`config.mk`:
```
export PLATFORM = sky130hd
export DESIGN_NAME = multi_joint_slew_limited_servo_pulse_top
export DESIGN_NICKNAME = d
export VERILOG_FILES = /design/src/sv/svo_pkg.sv /design/src/sv/multi_joint_slew_limited_servo_pulse_top.sv /design/src/sv/svo_datapath.sv /design/src/sv/svo_ctrl.sv
export SDC_FILE = /design/constraint.sdc
export NUM_CORES = 2
export LEC_CHECK = 0
export BUFFER_PORTS_ARGS = -buffer_cell sky130_fd_sc_hd__buf_2
export CORE_ASPECT_RATIO = 1.4
export CORE_MARGIN = 1
export CORE_UTILIZATION = 58
export DETAILED_ROUTE_END_ITERATION = 16
export GPL_TIMING_DRIVEN = 0
export PLACE_DENSITY = 0.76
export SYNTH_ARGS = -nofsm -noshare
export SYNTH_HDL_FRONTEND = slang
export SYNTH_SLANG_ARGS = --single-unit
```
`constraint.sdc`:
```
create_clock -name i_clk -period 16 [get_ports i_clk]
set_input_delay 3.2 -clock i_clk [delete_from_list [all_inputs] [get_ports i_clk]]
set_output_delay 3.2 -clock i_clk [all_outputs]
set_load 0.005 [all_outputs]
```
`src/sv/svo_pkg.sv`:
```
// Shared types, widths and field offsets of the servo slew and pulse block.
`default_nettype none
package svo_pkg;

    // Field widths
    localparam int JOINT_W   = 4;
    localparam int ANGLE_W   = 18;
    localparam int PULSE_W   = 16;
    localparam int STEP_W    = 16;
    localparam int CHAN_W    = 4;
    localparam int REQ_W     = 2;

    // Joint count limits and default
    localparam int MAX_JOINTS     = 16;
    localparam int NUM_JOINTS_DEF = 4;

    // Snap threshold in angle LSBs
    localparam int SNAP_LSB = 3;

    // Internal arithmetic widths
    localparam int DIFF_W = ANGLE_W + 1;           // angle difference
    localparam int DP_W   = PULSE_W + 1;           // pulse span
    localparam int PROD_W = DIFF_W + DP_W;         // numerator product
    localparam int N2_W   = PROD_W + 2;            // doubled numerator plus range
    localparam int DSR_W  = DIFF_W + 1;            // doubled angle range
    localparam int CNT_W  = $clog2(N2_W + 1);      // divide iteration count
    localparam int SUM_W  = N2_W + 2;              // pulse sum before saturation

    // Slave word layout, lowest bit first
    localparam int S_JOINT_LO = 0;
    localparam int S_ANGLE_LO = S_JOINT_LO + JOINT_W;
    localparam int S_AMIN_LO  = S_ANGLE_LO + ANGLE_W;
    localparam int S_AMAX_LO  = S_AMIN_LO + ANGLE_W;
    localparam int S_PMIN_LO  = S_AMAX_LO + ANGLE_W;
    localparam int S_PMAX_LO  = S_PMIN_LO + PULSE_W;
    localparam int S_STEP_LO  = S_PMAX_LO + PULSE_W;
    localparam int S_CHAN_LO  = S_STEP_LO + STEP_W;
    localparam int S_USED_W   = S_CHAN_LO + CHAN_W;
    localparam int S_TDATA_W  = ((S_USED_W + 7) / 8) * 8;

    // Master word layout, lowest bit first
    localparam int M_JOINT_LO = 0;
    localparam int M_CHAN_LO  = M_JOINT_LO + JOINT_W;
    localparam int M_PULSE_LO = M_CHAN_LO + CHAN_W;
    localparam int M_ANGLE_LO = M_PULSE_LO + PULSE_W;
    localparam int M_USED_W   = M_ANGLE_LO + ANGLE_W;
    localparam int M_TDATA_W  = ((M_USED_W + 7) / 8) * 8;

    // Request kinds
    typedef enum logic [REQ_W-1:0] {
        REQ_SET  = 2'd0,
        REQ_TICK = 2'd1,
        REQ_LOAD = 2'd2
    } t_req;

    // Commands from controller to datapath
    typedef struct packed {
        logic               capture;
        logic               set_tgt;
        logic               load;
        logic               step;
        logic               mul;
        logic               prep;
        logic               div_step;
        logic               emit;
        logic               last;
        logic [JOINT_W-1:0] addr;
    } t_dp_cmd;

    // Status from datapath to controller
    typedef struct packed {
        logic [REQ_W-1:0]   req;
        logic [JOINT_W-1:0] joint;
        logic               div_last;
        logic               out_free;
    } t_dp_stat;

endpackage
`default_nettype wire

```
`src/sv/multi_joint_slew_limited_servo_pulse_top.sv`:
```
// Top level of the multi-joint slew-limited servo pulse generator.
// Set target and load: the joint is written in the decode state after acceptance; no word results.
// Tick: each joint in turn runs step, multiply, prepare, a 38-step divide and finish;
//   the first word follows the first joint's finish, and finish waits for a free output register.
// Throughput is set by the one-bit-per-cycle divider shared by all joints.
// Reset (synchronous, active low) clears the sequencer, divide counter and output valid only.
`default_nettype none
module multi_joint_slew_limited_servo_pulse_top
    import svo_pkg::*;
#(
    parameter int NUM_JOINTS = NUM_JOINTS_DEF
) (
    input  wire logic                 i_clk,
    input  wire logic                 i_rst_n,
    input  wire logic                 i_s_axis_tvalid,
    output logic                      o_s_axis_tready,
    // joint, angle, low limit, high limit, low pulse, high pulse, step, channel
    input  wire logic [S_TDATA_W-1:0] i_s_axis_tdata,
    // req_type
    input  wire logic [REQ_W-1:0]     i_s_axis_tuser,
    output logic                      o_m_axis_tvalid,
    input  wire logic                 i_m_axis_tready,
    // joint, channel, pulse, angle
    output logic [M_TDATA_W-1:0]      o_m_axis_tdata,
    output logic                      o_m_axis_tlast
);

    t_dp_cmd  cmd;
    t_dp_stat stat;

    svo_ctrl #(
        .NUM_JOINTS (NUM_JOINTS)
    ) u_ctrl (
        .i_clk      (i_clk),
        .i_rst_n    (i_rst_n),
        .i_s_tvalid (i_s_axis_tvalid),
        .o_s_tready (o_s_axis_tready),
        .i_stat     (stat),
        .o_cmd      (cmd)
    );

    svo_datapath #(
        .NUM_JOINTS (NUM_JOINTS)
    ) u_datapath (
        .i_clk      (i_clk),
        .i_rst_n    (i_rst_n),
        .i_cmd      (cmd),
        .o_stat     (stat),
        .i_s_tdata  (i_s_axis_tdata),
        .i_s_tuser  (i_s_axis_tuser),
        .o_m_tvalid (o_m_axis_tvalid),
        .i_m_tready (i_m_axis_tready),
        .o_m_tdata  (o_m_axis_tdata),
        .o_m_tlast  (o_m_axis_tlast)
    );

endmodule
`default_nettype wire

```
`src/sv/svo_datapath.sv`:
```
// Joint state registers, slew step, pulse mapping with iterative divider, output register.
`default_nettype none
module svo_datapath
    import svo_pkg::*;
#(
    parameter int NUM_JOINTS = NUM_JOINTS_DEF
) (
    input  wire logic                 i_clk,
    input  wire logic                 i_rst_n,
    input  wire t_dp_cmd              i_cmd,
    output t_dp_stat                  o_stat,
    input  wire logic [S_TDATA_W-1:0] i_s_tdata,
    input  wire logic [REQ_W-1:0]     i_s_tuser,
    output logic                      o_m_tvalid,
    input  wire logic                 i_m_tready,
    output logic [M_TDATA_W-1:0]      o_m_tdata,
    output logic                      o_m_tlast
);

    localparam int JW = (NUM_JOINTS > 1) ? $clog2(NUM_JOINTS) : 1;

    // Per-joint state, undefined until loaded
    logic signed [ANGLE_W-1:0] r_cur  [NUM_JOINTS];
    logic signed [ANGLE_W-1:0] r_tgt  [NUM_JOINTS];
    logic signed [ANGLE_W-1:0] r_lo   [NUM_JOINTS];
    logic signed [ANGLE_W-1:0] r_hi   [NUM_JOINTS];
    logic        [PULSE_W-1:0] r_pl   [NUM_JOINTS];
    logic        [PULSE_W-1:0] r_ph   [NUM_JOINTS];
    logic        [STEP_W-1:0]  r_stl  [NUM_JOINTS];
    logic        [CHAN_W-1:0]  r_chn  [NUM_JOINTS];

    // Captured request word
    logic        [REQ_W-1:0]   r_req;
    logic        [JOINT_W-1:0] r_joint;
    logic signed [ANGLE_W-1:0] r_ang;
    logic signed [ANGLE_W-1:0] r_amin;
    logic signed [ANGLE_W-1:0] r_amax;
    logic        [PULSE_W-1:0] r_pmin;
    logic        [PULSE_W-1:0] r_pmax;
    logic        [STEP_W-1:0]  r_step;
    logic        [CHAN_W-1:0]  r_chan;

    // Per-joint work registers
    logic signed [ANGLE_W-1:0] r_new;
    logic signed [DIFF_W-1:0]  r_da;
    logic signed [DP_W-1:0]    r_dp;
    logic signed [DIFF_W-1:0]  r_den;
    logic        [PULSE_W-1:0] r_wpl;
    logic        [CHAN_W-1:0]  r_wch;
    logic signed [PROD_W-1:0]  r_prod;
    logic                      r_neg;
    logic                      r_zero;
    logic        [N2_W-1:0]    r_dvd;
    logic        [DSR_W-1:0]   r_dsr;
    logic        [DSR_W-1:0]   r_rem;
    logic        [CNT_W-1:0]   r_cnt;

    // Output register
    logic                      r_out_valid;
    logic        [M_TDATA_W-1:0] r_out_data;
    logic                      r_out_last;

    logic [JW-1:0] idx;
    assign idx = i_cmd.addr[JW-1:0];

    // Clamp a new target to the joint limits, low first
    logic signed [ANGLE_W-1:0] clamp_lo;
    logic signed [ANGLE_W-1:0] clamp_ang;
    always_comb begin
        clamp_lo  = (r_ang < r_lo[idx]) ? r_lo[idx] : r_ang;
        clamp_ang = (clamp_lo > r_hi[idx]) ? r_hi[idx] : clamp_lo;
    end

    // Slew one joint toward its target
    logic signed [ANGLE_W-1:0] cur;
    logic signed [ANGLE_W-1:0] tgt;
    logic signed [DIFF_W-1:0]  diff;
    logic        [DIFF_W-1:0]  mag;
    logic        [DIFF_W-1:0]  stl_ext;
    logic        [DIFF_W-1:0]  st;
    logic signed [DIFF_W-1:0]  moved;
    logic                      snap;
    logic signed [ANGLE_W-1:0] new_ang;
    always_comb begin
        cur     = r_cur[idx];
        tgt     = r_tgt[idx];
        diff    = DIFF_W'(tgt) - DIFF_W'(cur);
        mag     = diff[DIFF_W-1] ? DIFF_W'(-diff) : DIFF_W'(diff);
        snap    = (mag < DIFF_W'(SNAP_LSB));
        stl_ext = DIFF_W'(r_stl[idx]);
        st      = (mag > stl_ext) ? stl_ext : mag;
        moved   = diff[DIFF_W-1] ? (DIFF_W'(cur) - $signed(st))
                                 : (DIFF_W'(cur) + $signed(st));
        new_ang = snap ? tgt : moved[ANGLE_W-1:0];
    end

    // Fold the range sign into the numerator and add half the divisor
    logic                      den_neg;
    logic        [DIFF_W-1:0]  den_abs;
    logic signed [PROD_W:0]    num_s;
    logic signed [N2_W-1:0]    n2;
    always_comb begin
        den_neg = r_den[DIFF_W-1];
        den_abs = den_neg ? DIFF_W'(-r_den) : DIFF_W'(r_den);
        num_s   = den_neg ? -(PROD_W+1)'(r_prod) : (PROD_W+1)'(r_prod);
        n2      = {num_s, 1'b0} + N2_W'(den_abs);
    end

    // One restoring divide step
    logic [DSR_W:0] rem_sh;
    logic           q_bit;
    logic [DSR_W:0] rem_sub;
    always_comb begin
        rem_sh  = {r_rem, r_dvd[N2_W-1]};
        q_bit   = (rem_sh >= {1'b0, r_dsr});
        rem_sub = rem_sh - {1'b0, r_dsr};
    end

    // Floor the quotient, add the low pulse and saturate
    logic        [N2_W-1:0]    q_mag;
    logic signed [N2_W:0]      q_s;
    logic signed [SUM_W-1:0]   psum;
    logic        [PULSE_W-1:0] pulse;
    always_comb begin
        q_mag = r_dvd + N2_W'(r_neg && (r_rem != '0));
        q_s   = r_neg ? -$signed({1'b0, q_mag}) : $signed({1'b0, q_mag});
        psum  = $signed(SUM_W'(r_wpl)) + SUM_W'(q_s);
        if (r_zero) begin
            pulse = r_wpl;
        end else if (psum < 0) begin
            pulse = '0;
        end else if (psum > $signed(SUM_W'({PULSE_W{1'b1}}))) begin
            pulse = '1;
        end else begin
            pulse = psum[PULSE_W-1:0];
        end
    end

    // Capture request, update joint state, run the mapping steps
    always_ff @(posedge i_clk) begin
        if (i_cmd.capture) begin
            r_req   <= i_s_tuser;
            r_joint <= i_s_tdata[S_JOINT_LO +: JOINT_W];
            r_ang   <= i_s_tdata[S_ANGLE_LO +: ANGLE_W];
            r_amin  <= i_s_tdata[S_AMIN_LO +: ANGLE_W];
            r_amax  <= i_s_tdata[S_AMAX_LO +: ANGLE_W];
            r_pmin  <= i_s_tdata[S_PMIN_LO +: PULSE_W];
            r_pmax  <= i_s_tdata[S_PMAX_LO +: PULSE_W];
            r_step  <= i_s_tdata[S_STEP_LO +: STEP_W];
            r_chan  <= i_s_tdata[S_CHAN_LO +: CHAN_W];
        end
        if (i_cmd.set_tgt) begin
            r_tgt[idx] <= clamp_ang;
        end
        if (i_cmd.load) begin
            r_lo[idx]  <= r_amin;
            r_hi[idx]  <= r_amax;
            r_pl[idx]  <= r_pmin;
            r_ph[idx]  <= r_pmax;
            r_stl[idx] <= r_step;
            r_chn[idx] <= r_chan;
            r_cur[idx] <= r_ang;
            r_tgt[idx] <= r_ang;
        end
        if (i_cmd.step) begin
            r_cur[idx] <= new_ang;
            r_new      <= new_ang;
            r_da       <= DIFF_W'(new_ang) - DIFF_W'(r_lo[idx]);
            r_dp       <= $signed(DP_W'(r_ph[idx])) - $signed(DP_W'(r_pl[idx]));
            r_den      <= DIFF_W'(r_hi[idx]) - DIFF_W'(r_lo[idx]);
            r_wpl      <= r_pl[idx];
            r_wch      <= r_chn[idx];
        end
        if (i_cmd.mul) begin
            r_prod <= r_da * r_dp;
        end
        if (i_cmd.prep) begin
            r_neg  <= n2[N2_W-1];
            r_dvd  <= n2[N2_W-1] ? N2_W'(-n2) : N2_W'(n2);
            r_dsr  <= {den_abs, 1'b0};
            r_rem  <= '0;
            r_zero <= (r_den == '0);
        end
        if (i_cmd.div_step) begin
            r_dvd <= {r_dvd[N2_W-2:0], q_bit};
            r_rem <= q_bit ? rem_sub[DSR_W-1:0] : rem_sh[DSR_W-1:0];
        end
        if (i_cmd.emit) begin
            r_out_data <= M_TDATA_W'({r_new, pulse, r_wch, i_cmd.addr});
            r_out_last <= i_cmd.last;
        end
    end

    // Divide iteration counter
    always_ff @(posedge i_clk) begin
        if (!i_rst_n) begin
            r_cnt <= '0;
        end else if (i_cmd.prep) begin
            r_cnt <= CNT_W'(N2_W);
        end else if (i_cmd.div_step && r_cnt != '0) begin
            r_cnt <= r_cnt - 1'b1;
        end
    end

    // Hold a result until the master side takes it
    always_ff @(posedge i_clk) begin
        if (!i_rst_n) begin
            r_out_valid <= 1'b0;
        end else if (i_cmd.emit) begin
            r_out_valid <= 1'b1;
        end else if (i_m_tready) begin
            r_out_valid <= 1'b0;
        end
    end

    assign o_stat.req      = r_req;
    assign o_stat.joint    = r_joint;
    assign o_stat.div_last = (r_cnt == CNT_W'(1));
    assign o_stat.out_free = !r_out_valid || i_m_tready;

    assign o_m_tvalid = r_out_valid;
    assign o_m_tdata  = r_out_data;
    assign o_m_tlast  = r_out_last;

    // A load leaves the joint at rest on its home angle
    a_load_home: assert property (@(posedge i_clk) disable iff (!i_rst_n)
        i_cmd.load |=> (r_cur[$past(idx)] == r_tgt[$past(idx)]))
        else $error("load did not home the joint");

    // A snapping step lands exactly on the target
    a_snap: assert property (@(posedge i_clk) disable iff (!i_rst_n)
        (i_cmd.step && snap) |=> (r_cur[$past(idx)] == r_tgt[$past(idx)]))
        else $error("snap missed the target");

    // The divider runs only with iterations left
    a_div_cnt: assert property (@(posedge i_clk) disable iff (!i_rst_n)
        i_cmd.div_step |-> (r_cnt != '0))
        else $error("divide step with no iterations left");

endmodule
`default_nettype wire

```
`src/sv/svo_ctrl.sv`:
```
// Sequencer for request decode and the per-joint tick walk.
`default_nettype none
module svo_ctrl
    import svo_pkg::*;
#(
    parameter int NUM_JOINTS = NUM_JOINTS_DEF
) (
    input  wire logic     i_clk,
    input  wire logic     i_rst_n,
    input  wire logic     i_s_tvalid,
    output logic          o_s_tready,
    input  wire t_dp_stat i_stat,
    output t_dp_cmd       o_cmd
);

    typedef enum logic [2:0] {
        S_IDLE,
        S_DECODE,
        S_STEP,
        S_MUL,
        S_PREP,
        S_DIV,
        S_FIN
    } t_state;

    t_state             r_state;
    t_state             n_state;
    logic [JOINT_W-1:0] r_idx;
    logic [JOINT_W-1:0] n_idx;

    logic in_range;
    logic last_joint;
    assign in_range   = ({1'b0, i_stat.joint} < (JOINT_W+1)'(NUM_JOINTS));
    assign last_joint = (r_idx == JOINT_W'(NUM_JOINTS - 1));

    // Next state and datapath commands
    always_comb begin
        n_state = r_state;
        n_idx   = r_idx;
        o_cmd   = '0;
        o_cmd.addr = r_idx;
        o_cmd.last = last_joint;
        case (r_state)
            S_IDLE: begin
                if (i_s_tvalid) begin
                    o_cmd.capture = 1'b1;
                    n_state       = S_DECODE;
                end
            end
            S_DECODE: begin
                o_cmd.addr = i_stat.joint;
                n_state    = S_IDLE;
                case (i_stat.req)
                    REQ_SET:  o_cmd.set_tgt = in_range;
                    REQ_LOAD: o_cmd.load    = in_range;
                    REQ_TICK: begin
                        n_idx   = '0;
                        n_state = S_STEP;
                    end
                    default: n_state = S_IDLE;
                endcase
            end
            S_STEP: begin
                o_cmd.step = 1'b1;
                n_state    = S_MUL;
            end
            S_MUL: begin
                o_cmd.mul = 1'b1;
                n_state   = S_PREP;
            end
            S_PREP: begin
                o_cmd.prep = 1'b1;
                n_state    = S_DIV;
            end
            S_DIV: begin
                o_cmd.div_step = 1'b1;
                if (i_stat.div_last) begin
                    n_state = S_FIN;
                end
            end
            S_FIN: begin
                if (i_stat.out_free) begin
                    o_cmd.emit = 1'b1;
                    if (last_joint) begin
                        n_state = S_IDLE;
                    end else begin
                        n_idx   = r_idx + 1'b1;
                        n_state = S_STEP;
                    end
                end
            end
            default: n_state = S_IDLE;
        endcase
    end

    // Hold state and joint counter
    always_ff @(posedge i_clk) begin
        if (!i_rst_n) begin
            r_state <= S_IDLE;
            r_idx   <= '0;
        end else begin
            r_state <= n_state;
            r_idx   <= n_idx;
        end
    end

    assign o_s_tready = (r_state == S_IDLE);

    // Emit only into a free output register
    a_emit_free: assert property (@(posedge i_clk) disable iff (!i_rst_n)
        o_cmd.emit |-> i_stat.out_free)
        else $error("result emitted over a pending word");

    // The walk never addresses a joint beyond the configured count
    a_idx_range: assert property (@(posedge i_clk) disable iff (!i_rst_n)
        (r_state == S_STEP) |-> ({1'b0, r_idx} < (JOINT_W+1)'(NUM_JOINTS)))
        else $error("joint counter out of range");

    // Finish is entered only from the divider
    a_fin_entry: assert property (@(posedge i_clk) disable iff (!i_rst_n)
        $rose(r_state == S_FIN) |-> ($past(r_state) == S_DIV))
        else $error("finish entered without divide");

endmodule
`default_nettype wire
```
Word level (Yosys, flattened, before mapping)
Memory sizes are Yosys's and may differ from the RTL's. A register that Yosys moved wholly into a read port is not among the register bits.
Index checks and enable logic that the tools add are counted.
- add/subtract/negate cells: 17
- $mul: 1
- order comparisons: 8
- eq/ne operators: 15
- mux-type cells: 52
- bitwise operators: 3
- reductions and logical operators: 16
- operators by type and width (kind ; count):
    $mux 18 ; 7
    $mux 38 ; 3
    $mux 20 ; 3
    $sub 18x18->19 ; 3
    $mux 16 ; 3
    $add 17x39->40 ; 1
    $gt 40x17->1 const B ; 1
    $lt 40x1->1 const B ; 1
    $mux 39 ; 1
    $neg 38->39 ; 1
    $add 38x1->38 ; 1
    $add 38x19->38 ; 1
    $mux 19 ; 2
    $neg 19->19 ; 2
    $neg 38->38 ; 1
    $mux 37 ; 1
    $neg 36->37 ; 1
    $mul 19x17->36 ; 1
    $ge 21x20->1 ; 1
    $pmux 3 s7 ; 1
    $reduce_bool 20->1 ; 1
    $sub 20x20->20 ; 1
    $gt 19x16->1 ; 1
    $logic_not 19->1 ; 1
    35 further kinds ; 72
- bits in registers: 373
- RAM bits: 496
- input bits: 118
- memories: 8
- memories (memory ; words ; bits a word ; read ports ; clocked after memory_dff ; wr ports ; RTL line ; text):
    u_datapath.r_cur ; 4 ; 18 ; 1 ; 0 ; 1 ; svo_datapath.sv:23 ; logic signed [ANGLE_W-1:0] r_cur [NUM_JOINTS];
    u_datapath.r_hi ; 4 ; 18 ; 1 ; 0 ; 1 ; svo_datapath.sv:26 ; logic signed [ANGLE_W-1:0] r_hi [NUM_JOINTS];
    u_datapath.r_lo ; 4 ; 18 ; 1 ; 0 ; 1 ; svo_datapath.sv:25 ; logic signed [ANGLE_W-1:0] r_lo [NUM_JOINTS];
    u_datapath.r_tgt ; 4 ; 18 ; 1 ; 0 ; 1 ; svo_datapath.sv:24 ; logic signed [ANGLE_W-1:0] r_tgt [NUM_JOINTS];
    u_datapath.r_ph ; 4 ; 16 ; 1 ; 0 ; 1 ; svo_datapath.sv:28 ; logic [PULSE_W-1:0] r_ph [NUM_JOINTS];
    u_datapath.r_pl ; 4 ; 16 ; 1 ; 0 ; 1 ; svo_datapath.sv:27 ; logic [PULSE_W-1:0] r_pl [NUM_JOINTS];
    +2 memories ; -- ; -- ; -- ; -- ; -- ; -- ;

Longest topological paths before layout
An unclocked memory read counts as a cell.
- depth in word-level cells: 12
- mapped depth: 71
- gate-level depth less buffers: 59

By module
Synthesis repeated with hierarchy kept, for this count alone.
- cells, all modules: 4860
- area total of the unflattened synthesis: 57533.9 um2
- modules (own cells, without submodules) (module ; instances ; cells each ; area an instance (um2) ; sequential area each (um2)):
    svo_datapath ; 1 ; 4795 ; 57012.2 ; 25934.9
    svo_ctrl ; 1 ; 65 ; 521.8 ; 140.1

Worst setup path after synthesis
OpenSTA, ideal clock, no wires.
- path type: register -> register
- start point: register u_ctrl.r_state[0]
- end point: register u_datapath.r_da[17], data pin
- library setup time: 135 ps
- arrival time: 15004 ps
- path slack: 861 ps
- cell stages (with the launch flop): 70
- path buffers: 13
- path through: dfxtp_1 > or3b_1 > buf_4 > a21oi_2 > buf_6 > buf_1 > clkbuf_1 > clkbuf_1 > buf_1 > clkbuf_1 > clkbuf_1 > mux4_2 > ha_1 > inv_1 > ha_1 > inv_1 > a32oi_1 > o21a_1 > [34 not listed] > a21oi_1 > ha_1 > a21o_1 > a21oi_1 > o21bai_1 > a21oi_1 > o21bai_1 > a21oi_1 > o21bai_1 > a21oi_1 > o21bai_1 > a21oi_1 > nor3_1 > a2111o_1 > maj3_2 > maj3_2 > a2111o_1 > nand3_1
- cells in the longest elaborated chain, start to end: 12
- elaborated cells on any way between the ends: 17
- RTL lines (item ; RTL line ; text):
    start: declaration ; svo_ctrl.sv:26 ; t_state r_state;
    start signal: assignment ; svo_ctrl.sv:102 ; r_state <= n_state;
    $eq 3x1->1 (*) ; svo_ctrl.sv:43 ; case (r_state)
    $mux 4 (*) ; svo_ctrl.sv:43 ;
    $mem_v2 4x18, on equally long branches ; -- ;
    $sub 18x18->19 ; svo_datapath.sv:87 ; diff = DIFF_W'(tgt) - DIFF_W'(cur);
    $neg 19->19 ; svo_datapath.sv:88 ; mag = diff[DIFF_W-1] ? DIFF_W'(-diff) : DIFF_W'(diff);
    $mux 19 ; svo_datapath.sv:88 ;
    $gt 19x16->1 ; svo_datapath.sv:91 ; st = (mag > stl_ext) ? stl_ext : mag;
    $mux 18 ; svo_datapath.sv:91 ;
    $add 18x18->18 / $sub 18x18->18 (equally long branches) ; svo_datapath.sv:93, svo_datapath.sv:92 ;
    $mux 18 ; svo_datapath.sv:92 ; moved = diff[DIFF_W-1] ? (DIFF_W'(cur) - $signed(st))
    $mux 18 (*) ; svo_datapath.sv:94 ; new_ang = snap ? tgt : moved[ANGLE_W-1:0];
    via u_datapath.new_ang[2] ; svo_datapath.sv:83 ; logic signed [ANGLE_W-1:0] new_ang;
    $sub 18x18->19 (*) ; svo_datapath.sv:168 ; r_da <= DIFF_W'(new_ang) - DIFF_W'(r_lo[idx]);
    end signal: assignment ; svo_datapath.sv:168 ;
    end: declaration ; svo_datapath.sv:45 ; logic signed [DIFF_W-1:0] r_da;
Mark *: on every way through the listed nets, which the timed path passes. The rest lies on a longest branch.
A chain may end at the register's enable or synchronous reset.

Final worst setup path
Same ends and word-level chain as after synthesis.

==> out/metrics.yaml <==
final_cell_mix: "859 x sky130_fd_sc_hd__edfxtp_1, 526 x sky130_fd_sc_hd__inv_1, 433 x sky130_fd_sc_hd__nand2_1, 332 x sky130_fd_sc_hd__fa_1, 282 x sky130_fd_sc_hd__ha_1"
final.min_clock_period_ns: 15.28
cts.htree.levels: 3
yosysSeqAreaShare_pct: 45.6
totalWireLength_mm: 150
synthFlopType: "sky130_fd_sc_hd__edfxtp_1"
synth_enable_flop_cells: 859
die_ar_mm2: 0.0999
worst_hold_startpoint: "u_datapath.r_new[10]"
clock_sink_count: 873
detailedRoute.firstIterationViolations: 3015
crit_path_max_incr_delay_ns: 0.53
finalNonFillerCells: 6477
setup_viol_count_final: 0
worst_slew_margin_rel_pct: 8.64
worstPathRequired_ns: 16.57
gate_count_post_synth: 4830
cp_delay_by_family_top: "compound AO/OA/AOI/OAI gates"
drc: 0
vdd_drop_max_uv: 146
timing.max_cap.violations: 0
synth.largest_area_cell: "sky130_fd_sc_hd__edfxtp_1"
grt_max_degree: 67
dr_total_vias: 38300
cp_common_cell: "sky130_fd_sc_hd__ha_1"
outcome: "complete, no violations"
clk_transition_reported_paths_ns: 0.08
path_class: "flop to flop"
power_density_mw_per_mm2: 124
tritoncts.num_buffers: 83
place.detailed.hpwl_mm: 115
min_to: "u_datapath.o_m_tdata[34]"
maxClockFrequency_mhz: 65.5
cellLeakagePower_uw: 0.0252
ranking_of_synthesized_cells_by_area: "sky130_fd_sc_hd__edfxtp_1 45%, sky130_fd_sc_hd__fa_1 12%, sky130_fd_sc_hd__ha_1 6.2%, sky130_fd_sc_hd__mux4_2 5.0%, sky130_fd_sc_hd__inv_1 3.5%"
core_region_area_mm2: 0.0973
path_max_fanout: 19
endpoint_kind: "flop"
post-route-util_pct: 65.0
layout-drive-gt1-share_pct: 11.4
detailedRoute.firstPassIterationCount: 5
nNetsFinal: 5844
yosys.area.top_type_share_pct: 45.1
clk_latency_ns: 0.72
post_drt_wl_per_cell_um: 23.2
cp_slowest_cell: "sky130_fd_sc_hd__a2111o_1"
cp_data_arrival_time_ns: 15.84
die_width_um: 267
initial_standard_cell_utilization_of_the_core_pct: 58.8
syn2layout_area_growth_pct: 10.7
ios: 169
slew_at_the_pin_closest_to_its_max_slew_limit_ns: 1.36
final_common_cell: "sky130_fd_sc_hd__edfxtp_1"
global_route.overflow_total: 0
design_area_mm2: 0.0633
min-delay-path-class: "flop to flop"
final_antenna_net_count: 0
dpl.cell_count: 6332
post_cts_hold_buffer_count: 0
synth.cell_area_mm2: 0.0572
worstHoldPathCells: 0
grt.total_usage_pct: 30.6
worst_r2r_startpoint: "u_ctrl.r_state[0]"
place_area_mm2: 0.0603
tritoncts: "yes"
worstSetupStartpointType: "flop"
final_max_slew_viol_count: 0
grt_antenna_before_repair: 5
replace_congestion: 0.962
synthesis.yosys.warnings: 0
synth.lib_cells_used.distinct: 105
worst_hold_slack_ns: 0.410
io_buffers: 160
synthesis.area_per_instance_um2: 11.8
timing.critical_path.buf_inv: 15
die_height_um: 374
ys_async_sr_fraction_pct: 0
cts_root_buffer_type: "sky130_fd_sc_hd__clkbuf_16"
reg2reg_to: "u_datapath.r_da[17]"
r2r_cells: 66
register_bit_count_reported_by_yosys: 873
std_cell_rows: 135
timing.final.crit_share_pct: 95.5
grt_pass1_vias: 39300
clock_path_buffers: 3
hold_viol_final: 0
wire_length_of_the_first_global_routing_pass_mm: 227
skew_ns: 0.0415
worst_case_register_to_register_setup_slack_ns: 0.72
routed_via_density: 5.92
==> per-layer routing <==
metal	vias to the layer above	global-route usage, %	share of wire, %
met5	-	0	0.0093
met4	2	19.2	7.0
met3	441	4.67	5.7
met2	1387	54.6	52
met1	19000	33.7	35
li1	17500	-	-
==> repair_timing <==
action,in CTS,in global routing
setup endpoints to repair,94,10
buffers inserted,2,2
resized for setup,39,19
pin swaps,1,2
==> per-stage QoR <==
step / setup slack, ns / TNS, ns / power, µW
global placement: -3.53 / -105.77 / 5690
detailed placement: -3.45 / -94.47 / 5760
global route: -0.0441 / -0.0441 / 8290
finish: 0.725 / 0 / 7860
CTS: 0.0361 / 0 / 7850
floorplan: 0.861 / 0 / 4990
==> where the power goes <==
group | switching [µW] | total [µW] | internal, µW | leakage, µW
logic | 1800 | 3040 | 1240 | 0.0159
clock network | 908 | 2060 | 1150 | 0.00135
registers | 39.2 | 2760 | 2720 | 0.00795
==> logic make-up (layout without fill, tap and decap cells) <==
logic type      after synthesis  in the layout  synth area share (%)
compound gates              718            718                  8.02
fa+ha+maj                   621            621                  17.9
mux                         225            225                  6.84
simple gates               1323           1323                  11.2
flops                       873            873                  45.6
xor+xnor                    361            361                  5.60
other cells                   1              7               0.00656
buf+inv                     708           1048                  4.77
==> cells in the mapped netlist (17+ instances only) <==
cell,n
sky130_fd_sc_hd__edfxtp_1,859
sky130_fd_sc_hd__inv_1,527
sky130_fd_sc_hd__nand2_1,433
sky130_fd_sc_hd__fa_1,332
sky130_fd_sc_hd__nor2_1,292
sky130_fd_sc_hd__ha_1,282
sky130_fd_sc_hd__xnor2_1,220
sky130_fd_sc_hd__o21ai_0,201
sky130_fd_sc_hd__a21oi_1,184
sky130_fd_sc_hd__and2_1,170
sky130_fd_sc_hd__xor2_1,139
sky130_fd_sc_hd__clkbuf_1,131
sky130_fd_sc_hd__mux4_2,127
sky130_fd_sc_hd__a21o_1,90
sky130_fd_sc_hd__nor3_1,76
sky130_fd_sc_hd__mux2i_1,75
sky130_fd_sc_hd__nand3_1,74
sky130_fd_sc_hd__nand2b_1,58
sky130_fd_sc_hd__nor2b_1,38
sky130_fd_sc_hd__o31ai_1,31
sky130_fd_sc_hd__a31oi_1,28
sky130_fd_sc_hd__or3_1,27
sky130_fd_sc_hd__nand4_1,26
sky130_fd_sc_hd__a21boi_0,25
sky130_fd_sc_hd__and3_1,23
sky130_fd_sc_hd__nor4_1,23
sky130_fd_sc_hd__buf_1,21
sky130_fd_sc_hd__o21a_1,20
sky130_fd_sc_hd__mux2_2,19
sky130_fd_sc_hd__or2_2,17
==> registers in the layout, summed over array words and instances (netlist names), 17 cells and up <==
name                  cells
u_datapath.r_da          19
u_datapath.r_cur         72
u_datapath.r_stl         64
u_datapath.r_amax        18
u_datapath.r_ph          64
u_datapath.r_amin        18
u_datapath.r_dsr         19
u_datapath.r_prod        36
u_datapath.r_new         18
u_datapath.r_ang         18
u_datapath.o_m_tdata     42
u_datapath.r_tgt         72
u_datapath.r_dvd         38
u_datapath.r_pl          64
u_datapath.r_dp          17
u_datapath.r_lo          72
u_datapath.r_hi          72
u_datapath.r_den         19
u_datapath.r_rem         20
==> how the worst max path moves through the flow <==
| stage | from | end | depth (start not counted) |
|---|---|---|---|
| after floorplan | u_ctrl.r_state[0] | u_datapath.r_da[17] | 69 |
| after global placement | u_ctrl.r_state[0] | u_datapath.r_da[17] | 61 |
| after detailed placement | u_ctrl.r_state[0] | u_datapath.r_da[17] | 61 |
| after CTS | u_ctrl.r_state[0] | u_datapath.r_da[17] | 67 |
| after global routing | u_ctrl.r_state[0] | u_datapath.r_da[17] | 68 |
| final | u_ctrl.r_state[0] | u_datapath.r_da[17] | 66 |
==> area by class of cell <==
cell class / instances / area [µm²]
diodes: 1 / 2.50
clock buffers: 97 / 2130
clock inverters: 51 / 696
plain buffers: 167 / 756
fillers: 7219 / 34000
flip-flops and latches: 873 / 26100
repair buffers: 200 / 1460
multi-input cells: 3254 / 28500
well taps: 1301 / 1630
inverters: 533 / 2000
(Power assumes the default switching activity.)
